File: config.mk
export PLATFORM = sky130hd
export DESIGN_NAME = occg_ram
export DESIGN_NICKNAME = d
export VERILOG_FILES = /design/src/rtl/occg_ram.sv
export SDC_FILE = /design/constraint.sdc
export NUM_CORES = 2
export LEC_CHECK = 0
export BUFFER_PORTS_ARGS = -buffer_cell sky130_fd_sc_hd__buf_4
export CAP_MARGIN = 20
export CORE_AREA = 4 4 556 420
export DETAILED_ROUTE_END_ITERATION = 7
export DIE_AREA = 0 0 560 424
export REMOVE_ABC_BUFFERS = 1
export SKIP_CTS_REPAIR_TIMING = 1
export SLEW_MARGIN = 20
export SYNTH_ARGS = -nofsm -noshare
export SYNTH_HDL_FRONTEND = slang
export SYNTH_SLANG_ARGS = --single-unit
File: constraint.sdc
create_clock -name i_clk -period 4.3 [get_ports i_clk]
set_input_delay 0.43 -clock i_clk [delete_from_list [all_inputs] [get_ports i_clk]]
set_output_delay 0.43 -clock i_clk [all_outputs]
set_load 0.01 [all_outputs]
File: src/rtl/occg_ram.sv
module occg_ram #(
    parameter int WIDTH = 8,
    parameter int DEPTH = 256
) (
    input  logic                     i_clk,
    input  logic                     i_we,
    input  logic [$clog2(DEPTH)-1:0] i_waddr,
    input  logic [WIDTH-1:0]         i_wdata,
    input  logic [$clog2(DEPTH)-1:0] i_raddr,
    output logic [WIDTH-1:0]         o_rdata
);
    logic [WIDTH-1:0] r_mem [DEPTH];
    logic [WIDTH-1:0] r_rdata;

    // One write port and one registered read port.
    always_ff @(posedge i_clk) begin
        if (i_we) begin
            r_mem[i_waddr] <= i_wdata;
        end
        r_rdata <= r_mem[i_raddr];
    end

    assign o_rdata = r_rdata;
endmodule

# Word-level counts from Yosys, hierarchy flattened
# Memory sizes are Yosys's and may differ from the RTL's. A register that Yosys moved wholly into a read port is not among the register bits.
# Cells that the tools add are included.
# W data, S select, Z words.
[op_classes]
n_mux = 2
[ops]
columns = ["cell", "count"]
rows = [
  ["$mux W1", 2],
]
[totals]
ff_bits = 0
ramBits = 2048
inputBits = 26
output_inout_bits = 8
elab_cells = 3
n_memories = 1
[mem_list]
columns = ["name", "words", "word_bits", "rd", "rd_clocked_by_memory_dff", "wr", "line", "rtl"]
rows = [
  ["r_mem", 256, 8, 1, 1, 1, "12", "logic [WIDTH-1:0] r_mem [DEPTH];"],
]

# Depth between registers and ports, before layout
[depth]
word_depth = 2
ltp_mapped = 11
ltp_nobuf = 6

# Least setup slack after synthesis
# Ideal clock, no wire load.
[synth_timing]
path_kind = "in2reg"
from = "input port i_raddr[0]"
to = "register r_rdata[2] (netlist: o_rdata[2]) (read register of r_mem)"
setup_ps = 131
arrival_ps = 2237
required_time_ps = 4169
setup_slack_ps = 1932
cell_stages = 9
path_buffers = 4
path_cell_list = "buf_6 > buf_12 > buf_8 > buf_2 > mux4_2 > a22oi_1 > a21oi_1 > nor4_1 > nor4_2"
[synth_lines]
columns = ["item", "line", "rtl"]
rows = [
  ["from (decl)", "9", "input logic [$clog2(DEPTH)-1:0] i_raddr,"],
  ["to (decl)", "13", "logic [WIDTH-1:0] r_rdata;"],
]

==> metrics.md <==
| Metric | Value |
|---|---|
| Number of global-route vias before repair | 39000 |
| Mean instance size in the synthesized netlist | ~21 µm² |
| PD cells | 453 nW/µm² |
| Final std cell area, no fill | 90000 µm² |
| Number of cells produced by synthesis | 3733 |
| Clock root buffer master | sky130_fd_sc_hd__clkbuf_16 |
| Worst reg-to-reg setup slack | about 1.3 ns |
| Critical Path, Cell by Cell | buf_8 -> buf_12 -> nor2b_1 -> buf_4 -> nand2_1 -> a311oi_1 -> o221ai_1 -> a211oi_1 -> buf_4 -> nor4_1 |
| Minimum clock period after layout | approximately 3.2 ns |
| Pin count of the biggest net entering global routing | 175 |
| Most used cell along the critical path | sky130_fd_sc_hd__buf_4 |
| 1st-iter DRT viols | 5594 |
| Min setup slack post-route | 1.11 ns |
| Library cell with the highest instance count after synthesis | sky130_fd_sc_hd__edfxtp_1 |
| Count of vias placed by the detailed router | 39400 |
| Final routed wire length divided by cell count | 29.4 µm |
| Top FF cell, synth | sky130_fd_sc_hd__edfxtp_1 |
| Post-layout power | 40700 µW |
| Rel. slew slack | about 20% |
| Antenna-violating nets left | 0 |
| Placement Setup Slack | 0.331 ns |
| DRC viols | 0 |
| Horizontal extent of the die | 560 µm |
| Maximum Capacitance Violations | 0 |
| Hold WC Path Type | input pin to flip-flop |
| Total overflow reported by the global router | 0 |
| Routability-driven placement congestion ratio | 0.832 |
| Top area cells in the synthesized netlist | sky130_fd_sc_hd__edfxtp_1, sky130_fd_sc_hd__mux4_2, sky130_fd_sc_hd__mux2i_1 |
| Static Leak | 0.0274 µW |
| TritonCTS Buffers | 193 |
| Number of library cell types mapped by synthesis | 55 |
| Final Setup Violations | 0 |
| Count of filler cells inserted in the layout | 20100 |
| Bufs on Longest Clock Path | 4 |
| Delay contributed by the slowest stage of the critical path | 0.78 ns |
| Final TNS setup | 0 ns |
| Clock tree from TritonCTS | done |
| Worst setup skew after layout | 0.0630 ns |
| Crit path launch type | input pin |
| Crit Path Max Fanout | 58 |
| Number of placement rows | approximately 150 |
| Cell accounting for the most synthesized area | sky130_fd_sc_hd__edfxtp_1 |
| Number of endpoints with negative hold slack in the final report | 0 |
| Global-route wire length before repair | around 290 mm |
| Fraction of synthesis flops using an asynchronous set or reset pin | 0% |
| Hold Path Origin | i_wdata[4] |
| Count of warnings emitted by yosys | 0 |
| Critical-path top delay cell | sky130_fd_sc_hd__a211oi_1 |
| Insertion delay to the later sink of the worst-skew pair | 0.84 ns |
| Final net count | 3955 |
| Critical path class | input pin to flip-flop |
| Setup repair after global routing missed its margin | no |
| Cells on worst reg2reg path | 7 |
| Area of the placeable core | 228000 µm² |
| Data arrival, critical path | 3.86 ns |
| DRT Pass-1 Iters | 6 |
| Data required time of the worst path | roughly 5.0 ns |
| Fraction of final layout cells sized beyond drive strength 1 | 23.4% |
| Final max-slew violation count | 0 |
| DRT Wirelength | between 200 and 250 mm |
| Hold Path Sink | r_mem[133][4] |
| Peak supply drop | 0.354 mV |
| Clock transition at the registers of the reported paths | 0.06 ns |
| Cell area after synthesis | 79600 µm² |
| Achievable Freq | 0.314 GHz |
| Sequential cell area fraction in the yosys report | 77.5% |
| DPL Wire Length | 130 mm |
| Number of storage elements in the synthesis netlist | 2056 |
| Proportion of netlist area held by the largest area contributor | 77.3% |
| R2r endpoint | o_rdata[3] |
| Starting density of the core | about a third |
| Leading post-synthesis cells by instance count | sky130_fd_sc_hd__edfxtp_1, sky130_fd_sc_hd__mux4_2, sky130_fd_sc_hd__nor2_1, sky130_fd_sc_hd__mux2i_1, sky130_fd_sc_hd__a22oi_1 |
| Die outline area | 237000 µm² |
| Number of sinks handled by clock tree synthesis | 2056 |
| Run status | completed |
| Transition time at the pin with the least slew margin | 1.20 ns |
| Antenna violations before repair | 15 |
| Die height | 424 µm |
| Synthesis-to-finish area growth | 13.1% |
| Via density | 5.57 |
| Period Utilization, post-route | 74.2% |
| DP Area | 84000 µm² |
| IO Port Bufs | 33 |
| Number of placed I/O pins | 34 |
| GRT Overall Usage | 17.2% |
| H-tree depth | 4 |
| Critical path endpoint category | flip-flop |
| Hold-critical path depth | 1 |
| Post-synth EDFFs | about 2000 |
| Worst flop-to-flop path startpoint | r_mem[19][3] |
-- how the worst max path moves through the flow --
stage	startpoint	endpoint	slack [ns]	cells past startpoint
after CTS	i_raddr[1]	o_rdata[1]	1.22	7
after floorplan	i_raddr[2]	o_rdata[6]	1.46	6
after detailed placement	i_raddr[0]	o_rdata[5]	0.33	9
final	i_raddr[1]	o_rdata[3]	1.11	10
after global routing	i_raddr[1]	o_rdata[3]	1.06	10
after global placement	i_raddr[0]	o_rdata[2]	0.04	9
-- area by class of cell --
type / count / area, µm² / area share (%)
antenna: 5 / 12.5 / 0.0139
timing repair buffer: 234 / 2130 / 2.37
clock inverter: 90 / 803 / 0.893
tap: 3003 / 3760 / 4.18
multi-input combinational: 1442 / 16500 / 18.3
sequential: 2056 / 61700 / 68.5
clock buffer: 247 / 5120 / 5.69
inverter: 2 / 7.51 / 0.00834
-- worst max-delay path, delay by kind of cell --
kind,cells,cell delay [ns]
compound gates,3,1.47
buf+inv,4,1.08
simple gates,3,0.74
-- placed cells by master (no fill, tap or decap), types with 13 or more instances in the layout --
cell	instances
sky130_fd_sc_hd__a211oi_1	16
sky130_fd_sc_hd__a21oi_1	96
sky130_fd_sc_hd__a221oi_1	13
sky130_fd_sc_hd__a22oi_1	133
sky130_fd_sc_hd__buf_12	24
sky130_fd_sc_hd__buf_4	198
sky130_fd_sc_hd__bufinv_16	14
sky130_fd_sc_hd__clkbuf_1	49
sky130_fd_sc_hd__clkbuf_16	196
sky130_fd_sc_hd__clkinv_1	44
sky130_fd_sc_hd__clkinv_2	22
sky130_fd_sc_hd__edfxtp_1	2048
sky130_fd_sc_hd__mux2i_1	134
sky130_fd_sc_hd__mux4_2	454
sky130_fd_sc_hd__nand2_1	33
sky130_fd_sc_hd__nand3_1	34
sky130_fd_sc_hd__nor2_1	278
sky130_fd_sc_hd__nor2b_1	28
sky130_fd_sc_hd__nor3_1	22
sky130_fd_sc_hd__nor4_1	22
sky130_fd_sc_hd__o221ai_1	46
sky130_fd_sc_hd__o22ai_1	28
-- registers in the layout (all words and copies together), names as in the netlist --
name     count
o_rdata      8
r_mem     2048
-- logic make-up (layout without fill, tap and decap cells) --
group / Yosys count / count (layout) / share of synthesized area [%]
compound gates: 385 / 385 / 3.42
flops: 2056 / 2056 / 77.5
buf+inv: 235 / 573 / 1.83
mux: 591 / 591 / 14.6
simple gates: 466 / 466 / 2.63
other cells: 0 / 5 / 0
-- routing by layer --
metal | track usage (%) | wire (µm)
met3 | 5.84 | 23000
met5 | 0 | 0
met1 | 25.5 | 90300
met4 | 3.91 | 4590
met2 | 24.3 | 90300
-- per-stage QoR --
stage / hold WS (ns) / utilization, % / instances
after floorplan: 0.529 / - / 3500
after global placement: 0.826 / 36.8 / 6734
after detailed placement: 0.838 / 36.9 / 6735
after CTS: -0.0158 / 39.5 / 7072
after global routing: 0.127 / 39.5 / 7075
final: 0.114 / 39.5 / 7079
-- where the power goes --
group	switching, µW	total, µW	internal (µW)
sequential	38.5	22100	22100
combinational	1370	2100	727
clock	7290	16500	9220
total	8700	40700	32000
(Power assumes the default switching activity.)
